==> src/rtl/stq_pkg.sv <==
// stq_pkg: shared types and constants for the stepper block queue
// depends on nothing
`timescale 1ns / 1ps
package stq_pkg;
  localparam int unsigned QueueDepth = 8;
  localparam int unsigned IdxW = $clog2(QueueDepth);
  localparam int unsigned TpmW = 28;
  localparam int unsigned SpdW = 24;
  localparam int unsigned PosW = 31;
  localparam int unsigned TimeW = 32;
  localparam int unsigned TagW = 8;
  localparam int unsigned EntryW = SpdW + TpmW + 1 + 3 * PosW + TagW;
  localparam logic [TpmW-1:0] TpmReset = 28'd160980000;
  localparam logic [SpdW-1:0] SpeedMax = {SpdW{1'b1}};
  localparam logic [PosW-1:0] PosMax = {PosW{1'b1}};
  localparam logic OpTick = 1'b0;
  localparam logic OpPush = 1'b1;

  typedef struct packed {
    logic [SpdW-1:0] start_spd;
    logic [TpmW-1:0] acc_ticks;
    logic            dir;
    logic [PosW-1:0] end_pos;
    logic [PosW-1:0] accel_until;
    logic [PosW-1:0] decel_after;
    logic [TagW-1:0] tag;
  } entry_t;

  // controller to datapath
  typedef struct packed {
    logic       take_in;
    logic       div_start;
    logic [1:0] div_sel;
    logic       push_write;
    logic       tick_eval;
    logic       tick_apply;
    logic       tick_step;
    logic       out_load;
  } cmd_t;

  // datapath to controller
  typedef struct packed {
    logic div_busy;
    logic is_push;
    logic full;
    logic empty;
    logic need_speed;
  } sts_t;

  localparam logic [1:0] DivAccel = 2'd0;
  localparam logic [1:0] DivSpeed = 2'd1;
endpackage

==> src/rtl/stq_ram.sv <==
// stq_ram: generic single-port-write ram with registered read
// depends on nothing
`timescale 1ns / 1ps
module stq_ram #(
  parameter int unsigned Width = 8,
  parameter int unsigned Depth = 8
) (
  input  logic                     clk_i,
  input  logic                     we_i,
  input  logic [$clog2(Depth)-1:0] waddr_i,
  input  logic [Width-1:0]         wdata_i,
  input  logic [$clog2(Depth)-1:0] raddr_i,
  output logic [Width-1:0]         rdata_o
);
  logic [Width-1:0] mem_q [Depth];
  always_ff @(posedge clk_i) begin
    if (we_i) begin
      mem_q[waddr_i] <= wdata_i;
    end
    rdata_o <= mem_q[raddr_i];
  end
endmodule

==> src/rtl/stq_div.sv <==
// stq_div: restoring serial divider, one quotient bit per cycle
// depends on stq_pkg
`timescale 1ns / 1ps
module stq_div (
  input  logic                      clk_i,
  input  logic                      rst_ni,
  input  logic                      start_i,
  input  logic [stq_pkg::TpmW-1:0]  dividend_i,
  input  logic [stq_pkg::SpdW-1:0]  divisor_i,
  output logic                      busy_o,
  output logic [stq_pkg::TpmW-1:0]  quot_o
);
  import stq_pkg::*;
  localparam int unsigned CntW = $clog2(TpmW + 1);
  logic [CntW-1:0] cnt_q;
  logic [TpmW-1:0] quot_q;
  logic [SpdW:0]   rem_q;
  logic [SpdW-1:0] dsr_q;
  logic [SpdW:0]   trial;
  logic [SpdW:0]   diff;

  assign trial = {rem_q[SpdW-1:0], quot_q[TpmW-1]};
  assign diff  = trial - {1'b0, dsr_q};

  always_ff @(posedge clk_i or negedge rst_ni) begin
    if (!rst_ni) begin
      cnt_q <= '0;
    end else if (start_i) begin
      cnt_q <= CntW'(TpmW);
    end else if (cnt_q != '0) begin
      cnt_q <= cnt_q - 1'b1;
    end
  end

  always_ff @(posedge clk_i) begin
    if (start_i) begin
      quot_q <= dividend_i;
      rem_q  <= '0;
      dsr_q  <= divisor_i;
    end else if (cnt_q != '0) begin
      if (!diff[SpdW]) begin
        rem_q  <= diff;
        quot_q <= {quot_q[TpmW-2:0], 1'b1};
      end else begin
        rem_q  <= trial;
        quot_q <= {quot_q[TpmW-2:0], 1'b0};
      end
    end
  end

  assign busy_o = (cnt_q != '0);
  assign quot_o = quot_q;
endmodule

==> src/rtl/stq_datapath.sv <==
// stq_datapath: ring storage, motion registers, divider and result word
// depends on stq_pkg, stq_ram, stq_div
`timescale 1ns / 1ps
module stq_datapath (
  input  logic                     clk_i,
  input  logic                     rst_ni,
  input  stq_pkg::cmd_t            cmd_i,
  output stq_pkg::sts_t            sts_o,
  input  logic [stq_pkg::TpmW-1:0] tpm_i,
  input  logic                     operation_i,
  input  logic signed [31:0]       step_count_i,
  input  logic [stq_pkg::SpdW-1:0] start_speed_i,
  input  logic [stq_pkg::SpdW-1:0] accel_rate_i,
  input  logic [stq_pkg::PosW-1:0] accel_length_i,
  input  logic [stq_pkg::PosW-1:0] decel_start_i,
  input  logic [stq_pkg::TagW-1:0] block_tag_i,
  output logic                     step_level_o,
  output logic                     direction_o,
  output logic                     stepped_o,
  output logic                     block_done_o,
  output logic [stq_pkg::TagW-1:0] done_tag_o,
  output logic                     push_accepted_o,
  output logic [stq_pkg::SpdW-1:0] current_speed_o
);
  import stq_pkg::*;

  logic            op_q;
  logic [31:0]     cnt_in_q;
  logic [SpdW-1:0] es_in_q, ar_in_q;
  logic [PosW-1:0] al_in_q, ds_in_q;
  logic [TagW-1:0] tag_in_q;

  logic [IdxW-1:0]  head_q, tail_q;
  logic [QueueDepth-1:0] fresh_q;
  logic [SpdW-1:0]  speed_q;
  logic [TpmW-1:0]  period_q;
  logic [TimeW-1:0] time_q, prev_step_q, prev_acc_q;
  logic [PosW-1:0]  pos_q;
  logic             pulse_q, dir_pin_q;

  logic            stepped_q, done_q, acc_q;
  logic [TagW-1:0] dtag_q;

  logic [IdxW-1:0] head_nx;
  logic            full, empty;
  entry_t          wentry, rentry;
  logic [31:0]     mag32;
  logic [PosW-1:0] mag;

  logic            div_busy;
  logic [TpmW-1:0] quot;
  logic [SpdW-1:0] div_dsr;

  // tick evaluation
  logic            active_q, chg_q;
  logic [SpdW-1:0] new_spd_q;
  logic [SpdW-1:0] spd_base;
  logic [TimeW-1:0] el_acc;
  logic            eval_chg;
  logic [SpdW-1:0] eval_spd;
  logic            need_speed_q;

  function automatic logic [IdxW-1:0] inc_idx(input logic [IdxW-1:0] i);
    inc_idx = (32'(i) == QueueDepth - 1) ? '0 : i + 1'b1;
  endfunction

  assign head_nx = inc_idx(head_q);
  assign full    = (head_nx == tail_q);
  assign empty   = (head_q == tail_q);

  assign mag32 = step_count_i[31] ? (~step_count_i + 32'd1) : step_count_i;
  always_comb begin
    mag = mag32[PosW-1:0];
    if (step_count_i[31] && mag32[31]) mag = PosMax;
  end

  always_comb begin
    wentry.start_spd    = (es_in_q == '0) ? SpdW'(1) : es_in_q;
    wentry.acc_ticks    = quot;
    wentry.dir          = !cnt_in_q[31];
    wentry.end_pos      = cnt_in_q[PosW-1:0];
    wentry.accel_until  = al_in_q;
    wentry.decel_after  = ds_in_q;
    wentry.tag          = tag_in_q;
  end

  stq_ram #(.Width(EntryW), .Depth(QueueDepth)) u_ring (
    .clk_i   (clk_i),
    .we_i    (cmd_i.push_write),
    .waddr_i (head_q),
    .wdata_i (wentry),
    .raddr_i (tail_q),
    .rdata_o (rentry)
  );

  assign div_dsr = (cmd_i.div_sel == DivAccel) ?
                   ((ar_in_q == '0) ? SpdW'(1) : ar_in_q) :
                   ((new_spd_q == '0) ? SpdW'(1) : new_spd_q);

  stq_div u_div (
    .clk_i      (clk_i),
    .rst_ni     (rst_ni),
    .start_i    (cmd_i.div_start),
    .dividend_i (tpm_i),
    .divisor_i  (div_dsr),
    .busy_o     (div_busy),
    .quot_o     (quot)
  );

  assign spd_base = fresh_q[tail_q] ? rentry.start_spd : speed_q;
  assign el_acc   = time_q - prev_acc_q;

  always_comb begin
    eval_chg = 1'b0;
    eval_spd = spd_base;
    if (pos_q < rentry.accel_until) begin
      if (el_acc > 32'(rentry.acc_ticks)) begin
        eval_chg = 1'b1;
        eval_spd = (spd_base < SpeedMax) ? spd_base + 1'b1 : spd_base;
      end
    end else if (pos_q > rentry.decel_after) begin
      if (el_acc > 32'(rentry.acc_ticks)) begin
        eval_chg = 1'b1;
        eval_spd = (spd_base > SpdW'(1)) ? spd_base - 1'b1 : SpdW'(1);
      end
    end
  end

  always_ff @(posedge clk_i) begin
    if (cmd_i.take_in) begin
      op_q     <= operation_i;
      cnt_in_q <= {step_count_i[31], mag};
      es_in_q  <= start_speed_i;
      ar_in_q  <= accel_rate_i;
      al_in_q  <= accel_length_i;
      ds_in_q  <= decel_start_i;
      tag_in_q <= block_tag_i;
    end
    if (cmd_i.tick_eval) begin
      active_q  <= rentry.end_pos > pos_q;
      chg_q     <= eval_chg;
      new_spd_q <= eval_spd;
    end
    if (cmd_i.out_load) begin
      done_tag_o <= dtag_q;
    end
  end

  always_ff @(posedge clk_i or negedge rst_ni) begin
    if (!rst_ni) begin
      head_q <= '0; tail_q <= '0; fresh_q <= '0;
      speed_q <= '0; period_q <= '0; time_q <= '0;
      prev_step_q <= '0; prev_acc_q <= '0; pos_q <= '0;
      pulse_q <= 1'b0; dir_pin_q <= 1'b0;
      stepped_q <= 1'b0; done_q <= 1'b0; acc_q <= 1'b0; dtag_q <= '0;
      step_level_o <= 1'b0; direction_o <= 1'b0; stepped_o <= 1'b0;
      block_done_o <= 1'b0; push_accepted_o <= 1'b0; current_speed_o <= '0;
    end else begin
      if (cmd_i.take_in) begin
        stepped_q <= 1'b0; done_q <= 1'b0; acc_q <= 1'b0; dtag_q <= '0;
        if (operation_i == OpTick) time_q <= time_q + 1'b1;
      end
      if (cmd_i.push_write) begin
        fresh_q[head_q] <= 1'b1;
        head_q <= head_nx;
        acc_q  <= 1'b1;
      end
      if (cmd_i.tick_apply) begin
        if (!active_q) begin
          done_q <= 1'b1;
          dtag_q <= rentry.tag;
          tail_q <= inc_idx(tail_q);
          pos_q  <= '0;
        end else begin
          if (fresh_q[tail_q]) begin
            dir_pin_q <= rentry.dir;
            fresh_q[tail_q] <= 1'b0;
          end
          speed_q <= new_spd_q;
          if (chg_q) prev_acc_q <= time_q;
        end
      end
      if (cmd_i.tick_step && active_q) begin
        if (need_speed_q) period_q <= quot;
        if (time_q - prev_step_q >= 32'(need_speed_q ? quot : period_q)) begin
          pulse_q     <= ~pulse_q;
          pos_q       <= pos_q + 1'b1;
          prev_step_q <= time_q;
          stepped_q   <= 1'b1;
        end
      end
      if (cmd_i.out_load) begin
        step_level_o    <= pulse_q;
        direction_o     <= dir_pin_q;
        stepped_o       <= stepped_q;
        block_done_o    <= done_q;
        push_accepted_o <= acc_q;
        current_speed_o <= speed_q;
      end
    end
  end

  // need_speed latched during apply so step phase sees it
  always_ff @(posedge clk_i or negedge rst_ni) begin
    if (!rst_ni) begin
      need_speed_q <= 1'b0;
    end else if (cmd_i.tick_apply) begin
      need_speed_q <= active_q && (chg_q || fresh_q[tail_q]);
    end
  end

  assign sts_o.div_busy   = div_busy;
  assign sts_o.is_push    = op_q;
  assign sts_o.full       = full;
  assign sts_o.empty      = empty;
  assign sts_o.need_speed = need_speed_q;
endmodule

==> src/rtl/stq_ctrl.sv <==
// stq_ctrl: sequencer for push and tick words
// depends on stq_pkg
`timescale 1ns / 1ps
module stq_ctrl (
  input  logic          clk_i,
  input  logic          rst_ni,
  input  logic          in_valid_i,
  output logic          in_stall_o,
  output logic          out_valid_o,
  input  logic          out_stall_i,
  input  stq_pkg::sts_t sts_i,
  output stq_pkg::cmd_t cmd_o
);
  import stq_pkg::*;
  typedef enum logic [3:0] {
    StIdle, StPushDiv, StPushWait, StTickRd, StTickEval, StTickApply,
    StTickDiv, StTickWait, StTickStep, StOut
  } state_e;
  state_e state_q;
  logic   out_valid_q;
  logic   accept;

  assign accept      = in_valid_i && !in_stall_o;
  assign in_stall_o  = (state_q != StIdle);
  assign out_valid_o = out_valid_q;

  always_comb begin
    cmd_o = '0;
    cmd_o.take_in = accept;
    cmd_o.div_sel = DivAccel;
    case (state_q)
      StPushDiv: begin
        cmd_o.div_start = !sts_i.full;
      end
      StPushWait: begin
        cmd_o.push_write = !sts_i.div_busy;
      end
      StTickEval:  cmd_o.tick_eval = 1'b1;
      StTickApply: cmd_o.tick_apply = 1'b1;
      StTickDiv: begin
        cmd_o.div_sel   = DivSpeed;
        cmd_o.div_start = sts_i.need_speed;
      end
      StTickStep: cmd_o.tick_step = 1'b1;
      StOut:      cmd_o.out_load = !out_valid_q || !out_stall_i;
      default: ;
    endcase
  end

  always_ff @(posedge clk_i or negedge rst_ni) begin
    if (!rst_ni) begin
      state_q     <= StIdle;
      out_valid_q <= 1'b0;
    end else begin
      out_valid_q <= cmd_o.out_load || (out_valid_q && out_stall_i);
      case (state_q)
        StIdle: begin
          if (accept) state_q <= StTickRd;
        end
        StTickRd: begin
          if (sts_i.is_push) state_q <= StPushDiv;
          else if (sts_i.empty) state_q <= StOut;
          else state_q <= StTickEval;
        end
        StPushDiv: begin
          state_q <= sts_i.full ? StOut : StPushWait;
        end
        StPushWait: begin
          if (!sts_i.div_busy) state_q <= StOut;
        end
        StTickEval:  state_q <= StTickApply;
        StTickApply: state_q <= StTickDiv;
        StTickDiv:   state_q <= StTickWait;
        StTickWait: begin
          if (!sts_i.div_busy) state_q <= StTickStep;
        end
        StTickStep: state_q <= StOut;
        StOut: begin
          if (cmd_o.out_load) state_q <= StIdle;
        end
        default: state_q <= StIdle;
      endcase
    end
  end

  assert property (@(posedge clk_i) disable iff (!rst_ni)
    cmd_o.push_write |-> !sts_i.full)
    else $error("push written into full ring");
  assert property (@(posedge clk_i) disable iff (!rst_ni)
    cmd_o.out_load |=> out_valid_o)
    else $error("result load lost");
  assert property (@(posedge clk_i) disable iff (!rst_ni)
    accept |=> state_q == StTickRd)
    else $error("accepted word not started");
  assert property (@(posedge clk_i) disable iff (!rst_ni)
    cmd_o.tick_step |-> !sts_i.div_busy)
    else $error("step taken while divider busy");
endmodule

==> src/rtl/stepper_trapezoid_block_queue_unit.sv <==
// channel | valid        | stall        | payload
// in      | in_valid_i   | in_stall_o   | operation_i .. block_tag_i
// out     | out_valid_o  | out_stall_i  | step_level_o .. current_speed_o
// cfg     | psel/penable | pready=1     | paddr/pwdata, reg 0 at 0x0
// a push runs the serial divider for its accel period; a refused push (full ring) skips it
// a tick runs eval, apply, a speed divide when speed changes or a block starts, then step
// a tick on an empty ring goes straight to output; one word is in flight at a time
// reset clears ring pointers and motion state; ring ram holds no reset
// a stalled result holds the sequencer in its output state
// top level: depends on stq_pkg, stq_ctrl, stq_datapath
`timescale 1ns / 1ps
module stepper_trapezoid_block_queue_unit (
  input  logic                     clk_i,
  input  logic                     rst_ni,
  input  logic                     psel,
  input  logic                     penable,
  input  logic                     pwrite,
  input  logic                     paddr,
  input  logic [31:0]              pwdata,
  output logic [31:0]              prdata,
  output logic                     pready,
  input  logic                     in_valid_i,
  output logic                     in_stall_o,
  input  logic                     operation_i,
  input  logic signed [31:0]       step_count_i,
  input  logic [stq_pkg::SpdW-1:0] start_speed_i,
  input  logic [stq_pkg::SpdW-1:0] accel_rate_i,
  input  logic [stq_pkg::PosW-1:0] accel_length_i,
  input  logic [stq_pkg::PosW-1:0] decel_start_i,
  input  logic [stq_pkg::TagW-1:0] block_tag_i,
  output logic                     out_valid_o,
  input  logic                     out_stall_i,
  output logic                     step_level_o,
  output logic                     direction_o,
  output logic                     stepped_o,
  output logic                     block_done_o,
  output logic [stq_pkg::TagW-1:0] done_tag_o,
  output logic                     push_accepted_o,
  output logic [stq_pkg::SpdW-1:0] current_speed_o
);
  import stq_pkg::*;
  localparam logic RegTpm = 1'b0;
  logic [TpmW-1:0] tpm_q;
  cmd_t cmd;
  sts_t sts;

  assign pready = 1'b1;
  assign prdata = (paddr == RegTpm) ? 32'(tpm_q) : 32'd0;

  always_ff @(posedge clk_i or negedge rst_ni) begin
    if (!rst_ni) begin
      tpm_q <= TpmReset;
    end else if (psel && penable && pwrite && paddr == RegTpm) begin
      tpm_q <= pwdata[TpmW-1:0];
    end
  end

  stq_ctrl u_ctrl (
    .clk_i       (clk_i),
    .rst_ni      (rst_ni),
    .in_valid_i  (in_valid_i),
    .in_stall_o  (in_stall_o),
    .out_valid_o (out_valid_o),
    .out_stall_i (out_stall_i),
    .sts_i       (sts),
    .cmd_o       (cmd)
  );

  stq_datapath u_dp (
    .clk_i           (clk_i),
    .rst_ni          (rst_ni),
    .cmd_i           (cmd),
    .sts_o           (sts),
    .tpm_i           (tpm_q),
    .operation_i     (operation_i),
    .step_count_i    (step_count_i),
    .start_speed_i   (start_speed_i),
    .accel_rate_i    (accel_rate_i),
    .accel_length_i  (accel_length_i),
    .decel_start_i   (decel_start_i),
    .block_tag_i     (block_tag_i),
    .step_level_o    (step_level_o),
    .direction_o     (direction_o),
    .stepped_o       (stepped_o),
    .block_done_o    (block_done_o),
    .done_tag_o      (done_tag_o),
    .push_accepted_o (push_accepted_o),
    .current_speed_o (current_speed_o)
  );
endmodule

==> config.mk <==
export PLATFORM = sky130hd
export DESIGN_NAME = stepper_trapezoid_block_queue_unit
export DESIGN_NICKNAME = d
export VERILOG_FILES = /design/src/rtl/stq_pkg.sv /design/src/rtl/stq_ram.sv /design/src/rtl/stq_div.sv /design/src/rtl/stq_datapath.sv /design/src/rtl/stq_ctrl.sv /design/src/rtl/stepper_trapezoid_block_queue_unit.sv
export SDC_FILE = /design/constraint.sdc
export NUM_CORES = 2
export LEC_CHECK = 0
export BUFFER_PORTS_ARGS = -buffer_cell sky130_fd_sc_hd__clkbuf_2
export CORE_AREA = 3 3 407 409
export DETAILED_ROUTE_END_ITERATION = 10
export DIE_AREA = 0 0 410 412
export HOLD_SLACK_MARGIN = 0.06
export SETUP_SLACK_MARGIN = 0.1
export SLEW_MARGIN = 20
export SYNTH_ARGS = -nofsm -noshare
export SYNTH_HDL_FRONTEND = slang
export SYNTH_SLANG_ARGS = --single-unit
==> constraint.sdc <==
create_clock -name clk_i -period 21.2 [get_ports clk_i]
set_input_delay 1.06 -clock clk_i [delete_from_list [all_inputs] [get_ports clk_i]]
set_output_delay 1.06 -clock clk_i [all_outputs]
set_load 0.05 [all_outputs]
# [Word-level counts from Yosys, hierarchy flattened]
# Memories as Yosys holds them, arrays and structs flattened. A register that Yosys moved wholly into a read port is not among the register bits.
# Index checks and enable logic that the tools add are counted.
[totals] regBits=535 ram_bits=1232 input_bits=191 output_inout_bits=72 elab_cells=192 mem_count=1
[op_classes] addsub=11 magnitude_cmp=11 n_eq_ne=17 n_mux=67 n_bitwise=8 reduce_logical=36
[memory_table] memory="u_dp.u_ring.mem_q" depth=8 width=154 read_ports=1 rd_ports_with_merged_regs=1 write_ports=1 line="stq_ram.sv:15" source="logic [Width-1:0] mem_q [Depth];"
[op_table] cell="$mux 24" count=12
[op_table] cell="$mux 31" count=4
[op_table] cell="$mux 28" count=4
[op_table] cell="$logic_not 24->1" count=3
[op_table] cell="$add 32x1->32 const B" count=2
[op_table] cell="$sub 32x32->32" count=2
[op_table] cell="$gt 31x31->1" count=2
[op_table] cell="$mux 8" count=7
[op_table] cell="$pmux 4 s10" count=1
[op_table] cell="$ge 32x32->1" count=1
[op_table] cell="$gt 32x28->1" count=1
[op_table] cell="$mux 32" count=1
[op_table] cell="$not 32->32" count=1
[op_table] cell="$add 31x1->31 const B" count=1
[op_table] cell="$lt 31x31->1" count=1
[op_table] cell="$mux 4" count=7
[op_table] cell="$sub 25x24->25" count=1
[op_table] cell="$add 24x1->24 const B" count=1
[op_table] cell="$gt 24x1->1 const B" count=1
[op_table] cell="$lt 24x24->1 const B" count=1
[op_table] cell="$sub 24x1->24 const B" count=1
[op_table] cell="$mux 1" count=23
[op_table] cell="$eq 4x3->1 const B" count=4
[op_table] cell="$logic_and 1x1->1" count=10
[op_table] cell="30 further kinds" count=58

# [Logic depth before layout (Yosys ltp)]
[depth] depth_word=10 depth_mapped=28 mapped_depth_nobuf=26

# [Cells and area by module]
# Synthesis repeated with hierarchy kept, for this count alone.
[unflattened] cells_unflattened=5119 area_unflattened_um2=82083.7
[by_module_without_submodules] module="stq_ram" n_inst=1 cells_per_inst=1946 area_per_inst_um2=49294.8 seq_area_each_um2=40078.4
[by_module_without_submodules] module="stq_datapath" n_inst=1 cells_per_inst=2554 area_per_inst_um2=26247.7 seq_area_each_um2=11461.0
[by_module_without_submodules] module="stq_div" n_inst=1 cells_per_inst=456 area_per_inst_um2=4610.7 seq_area_each_um2=2167.1
[by_module_without_submodules] module="stepper_trapezoid_block_queue_unit" n_inst=1 cells_per_inst=98 area_per_inst_um2=1430.1 seq_area_each_um2=713.2
[by_module_without_submodules] module="stq_ctrl" n_inst=1 cells_per_inst=65 area_per_inst_um2=500.5 seq_area_each_um2=125.1

# [Worst setup path after synthesis]
# OpenSTA, ideal clock, no wires.
[synth_timing] path_type="register -> register" start="register u_dp.u_div.cnt_q[0]" end="memory u_dp.u_ring.mem_q[0][0] (netlist name) (enable)" setup_ps=1054 arrival_ps=15747 required_time_ps=20146 setup_slack_ps=4399 stages_incl_launch_ff=7 n_path_buf=0 synth_period_minus_slack_ps=16801 cell_sequence="dfrtp_1 inv_1 ha_1 nand2_1 nor2_1 nand3_1 nor4_1"
[synth_between] elab_chain_len=5
[synth_lines] element="start, declared" line="stq_div.sv:15" source="logic [CntW-1:0] cnt_q;"
[synth_lines] element="start signal, assigned" line="stq_div.sv:29" source="cnt_q <= CntW'(TpmW);"
[synth_lines] element="start signal, assigned" line="stq_div.sv:31" source="cnt_q <= cnt_q - 1'b1;"
[synth_lines] element="$reduce_bool 5->1" line="stq_div.sv:51" source="assign busy_o = (cnt_q != '0);"
[synth_lines] element="$logic_not 1->1" line="stq_ctrl.sv:36" source="cmd_o.push_write = !sts_i.div_busy;"
[synth_lines] element="$mux 1" line="stq_ctrl.sv:31" source="case (state_q)"
[synth_lines] element="$mux 1" line="stq_ram.sv:17" source="if (we_i) begin"
[synth_lines] element="$mux 1 (not written as such)" line="stq_ram.sv:18" source="mem_q[waddr_i] <= wdata_i;"
[synth_lines] element="end, declared" line="stq_ram.sv:15"
# Every way passes these cells.

# [Worst setup path after layout]
[layout_timing] start="register u_dp.time_q[0]" end="register u_dp.pos_q[10]"
[layout_between] elab_chain_len=4
[layout_lines] element="start, declared" line="stq_datapath.sv:37" source="logic [TimeW-1:0] time_q, prev_step_q, prev_acc_q;"
[layout_lines] element="start signal, assigned" line="stq_datapath.sv:161" source="if (operation_i == OpTick) time_q <= time_q + 1'b1;"
[layout_lines] element="$sub 32x32->32" line="stq_datapath.sv:185" source="if (time_q - prev_step_q >= 32'(need_speed_q ? quot : period_q)) begin"
[layout_lines] element="$ge 32x32->1" line="stq_datapath.sv:185"
[layout_lines] element="$mux 31" line="stq_datapath.sv:185"
[layout_lines] element="$mux 31" line="stq_datapath.sv:183" source="if (cmd_i.tick_step && active_q) begin"
[layout_lines] element="end signal, assigned" line="stq_datapath.sv:187" source="pos_q <= pos_q + 1'b1;"
[layout_lines] element="end, declared" line="stq_datapath.sv:38" source="logic [PosW-1:0] pos_q;"
# Every way passes these cells.
# A chain may end at the register's enable or synchronous reset.

==> results.tsv <==
metric	value	unit
post-DR wirelength/cell	24.2	um
Logic pwr share	26.4	%
Relative slew margins	27.7	%
wirelength, routed	195000	um
Post-synth top cells	edfxtp_1, a22oi_1, nand2_1, dfrtp_1, inv_1	
die height	412	um
VDD IR-drop max	0.0968	mV
post_cts resized	0	
Clock power frac	29.5	%
CTS clk-pin slew, worst paths	0.06	ns
RSZ-0062 raised after global routing	false	
Main synth FF type	edfxtp_1	
fmax	138	MHz
pre-CTS setup slack	13.98	ns
Max Fanout on Critical Path	73	
Final setup viols	0	
Distinct cells, synth	90	
antenna diode count	0	
Iter 0 DRT Violations	4045	
fin util	54.1	%
switching share of power	32.4	%
GR Overflow Total	0	
share of layout cells above drive strength 1	14.4	%
Die Area	169000	um^2
Power per Cell Area	130	nW/um^2
Ports	263	
DP HPWL	115000	um
outcome	complete, no violations	
Least-Margin Pin Slew	1.08	ns
core area	162000	um^2
PortBufs	253	
count leader, synth	edfxtp_1	
Hold Path Class	primary input to asynchronous set/reset pin	
kind of critical path	register to register	
sum of negative setup slack	0	ns
clk buf depth	3	
post-CTS setup buffer count	0	
H-tree Lvls	4	
vias per cell	5.84	
# rows	148	
final max-slew violation count	0	
area delta synth->final	12.9	%
sequential power share	44.2	%
Yosys warning total	0	
Total Nets Final	6149	
initial antenna violation count	4	
critical path data arrival time	7.93	ns
clk_lat worst skew	0.83	ns
Seq/Total Area, Yosys	70.0	%
first drt pass iteration count	6	
Async SR Flop Fraction	14.3	%
CP startpoint kind	register	
leak pwr	32.4	nW
Cells after DPL	7689	
Num CTS Buffers	194	
Post-Synthesis Cell Area	77900	um^2
leading area contributor after synthesis	edfxtp_1	
first-pass GRT wire length	294000	um
Vias	47000	
minimum clock period	7.23	ns
max-cap violations	0	
hold-fix buffers at CTS	0	
Sink Count	1921	
GPL Wtd Cong	0.892	
Layout Skew	0.0524	ns
Initial Util	48.0	%
largest net degree at the start of global routing	109	
CTS tree	built	
cell internal pwr	7.71	mW
Crit. End Element	register	
EDFF count, synth	1469	
Yosys top cell area share	56.6	%
Yosys reg bits	1921	
vias in the first global route	46300	
Final Hold Viols	0	
antenna violation net count after detailed routing	0	
synth top area cells	edfxtp_1, dfrtp_1, a22oi_1, dfxtp_1, ha_1	
CP required	21.90	ns
Total GRT Usage	22.9	%
min setup slack post-route	13.97	ns
fin cells	8057	
Root Buffer	clkbuf_16	
Cells after Synth	5439	
period utilization	34.1	%
DR DRC count	0	
Sw Pwr	3.70	mW
die width	410	um
Synth Area per Inst	14.3	um^2
layer usage:
| layer | vias up | track usage [%] | wire length [um] |
|---|---|---|---|
| li1 | 21500 | - | - |
| met1 | 23800 | 32.6 | 87000 |
| met2 | 1451 | 37.3 | 92800 |
| met3 | 275 | 2.97 | 11000 |
| met4 | 2 | 6.02 | 4480 |
| met5 | - | 0 | 12 |
area by class of cell:
| class | count | area, um^2 |
|---|---|---|
| clock buffers | 276 | 5410 |
| well taps | 2175 | 2720 |
| fillers | 13300 | 74500 |
| inverters | 260 | 983 |
| multi-input cells | 2998 | 21400 |
| repair buffers | 335 | 1890 |
| flip-flops and latches | 1921 | 54500 |
| clock inverters | 92 | 915 |
critical path, cell delays in order (launching register included):
cell	delay, ns
dfrtp_1	0.39
inv_1	0.17
ha_1	0.20
inv_1	0.05
fa_1	0.43
a211oi_1	0.29
o21ai_1	0.16
a41oi_1	0.44
o31ai_2	0.18
a31oi_1	0.24
o21bai_1	0.14
a21oi_1	0.24
o21bai_1	0.10
a21oi_1	0.18
xnor2_1	0.15
ha_1	0.28
a2111oi_0	0.42
a31oi_1	0.13
a311oi_1	0.40
nand2_1	0.09
mux2_2	0.30
o21ai_4	0.34
buf_4	0.31
buf_4	0.62
nor2b_1	0.23
buf_4	0.31
o21ai_0	0.14
o41ai_1	0.09
power by group through the flow:
stage | Sequential (mW) | Combinational, mW | Clock, mW
global placement | 5.10 | 2.97 | 0
global route | 5.09 | 3.37 | 3.59
detailed placement | 5.11 | 3.00 | 0
CTS | 5.04 | 3.03 | 3.43
finish | 5.04 | 3.01 | 3.36
floorplan | 5.00 | 2.13 | 0
logic make-up after synthesis:
kind of cell	synth area share, %
AO/OA/AOI/OAI	11.5
XOR/XNOR	1.65
adder cells (fa/ha/maj)	4.03
buffers and inverters	2.64
flip-flops	70.0
multiplexers	3.28
other	0.00964
AND/OR/NAND/NOR	6.88
worst paths after layout:
path | start | to | slack [ns] | cells past startpoint
max | u_dp.time_q[0] | u_dp.pos_q[10] | 13.97 | 27
min reg2reg | u_dp.dtag_q[4] | u_dp.done_tag_o[4] | 0.45 | 0
max reg2reg | u_dp.time_q[0] | u_dp.pos_q[10] | 13.97 | 27
min in group clk_i | accel_length_i[29] | u_dp.al_in_q[29] | 0.41 | 1
max in group asynchronous | rst_ni | u_dp.pos_q[26] | 18.61 | 3
min | rst_ni | tpm_q[25] | 0.25 | 1
state kept, by name, indices dropped and copies added (netlist names), 32 cells and up:
signal,count
u_dp.cnt_in_q,32
u_dp.prev_step_q,32
u_dp.prev_acc_q,32
u_dp.u_ring.mem_q,1232
u_dp.u_ring.rdata_o,154
u_dp.time_q,32
metrics by stage:
stage | total power [mW] | area [um^2] | hold slack (ns)
4_1_cts | 11.5 | 87900 | 0.236
3_5_place_dp | 8.12 | 81600 | 0.439
5_1_grt | 12.1 | 87900 | 0.269
2_1_floorplan | 7.13 | 77900 | 0.426
6_report | 11.4 | 87900 | 0.247
3_3_place_gp | 8.07 | 81600 | 0.443
cell usage in the layout, fill, tap and decap left out, drive strengths merged, types with 62 or more instances in the layout:
cell type	netlist	layout
xor2	65	65
o21ai	169	169
dfxtp	178	178
a22oi	620	620
nand2	341	341
mux2	167	167
buf	51	83
a21o	71	71
dfrtp	264	264
nand4	213	213
clkbuf	212	528
a21oi	198	198
inv	259	270
xnor2	82	82
ha	245	245
nor2	161	161
nor3	72	72
clkinv	1	62
edfxtp	1469	1469
mux2i	67	67
(Power assumes the default switching activity.)
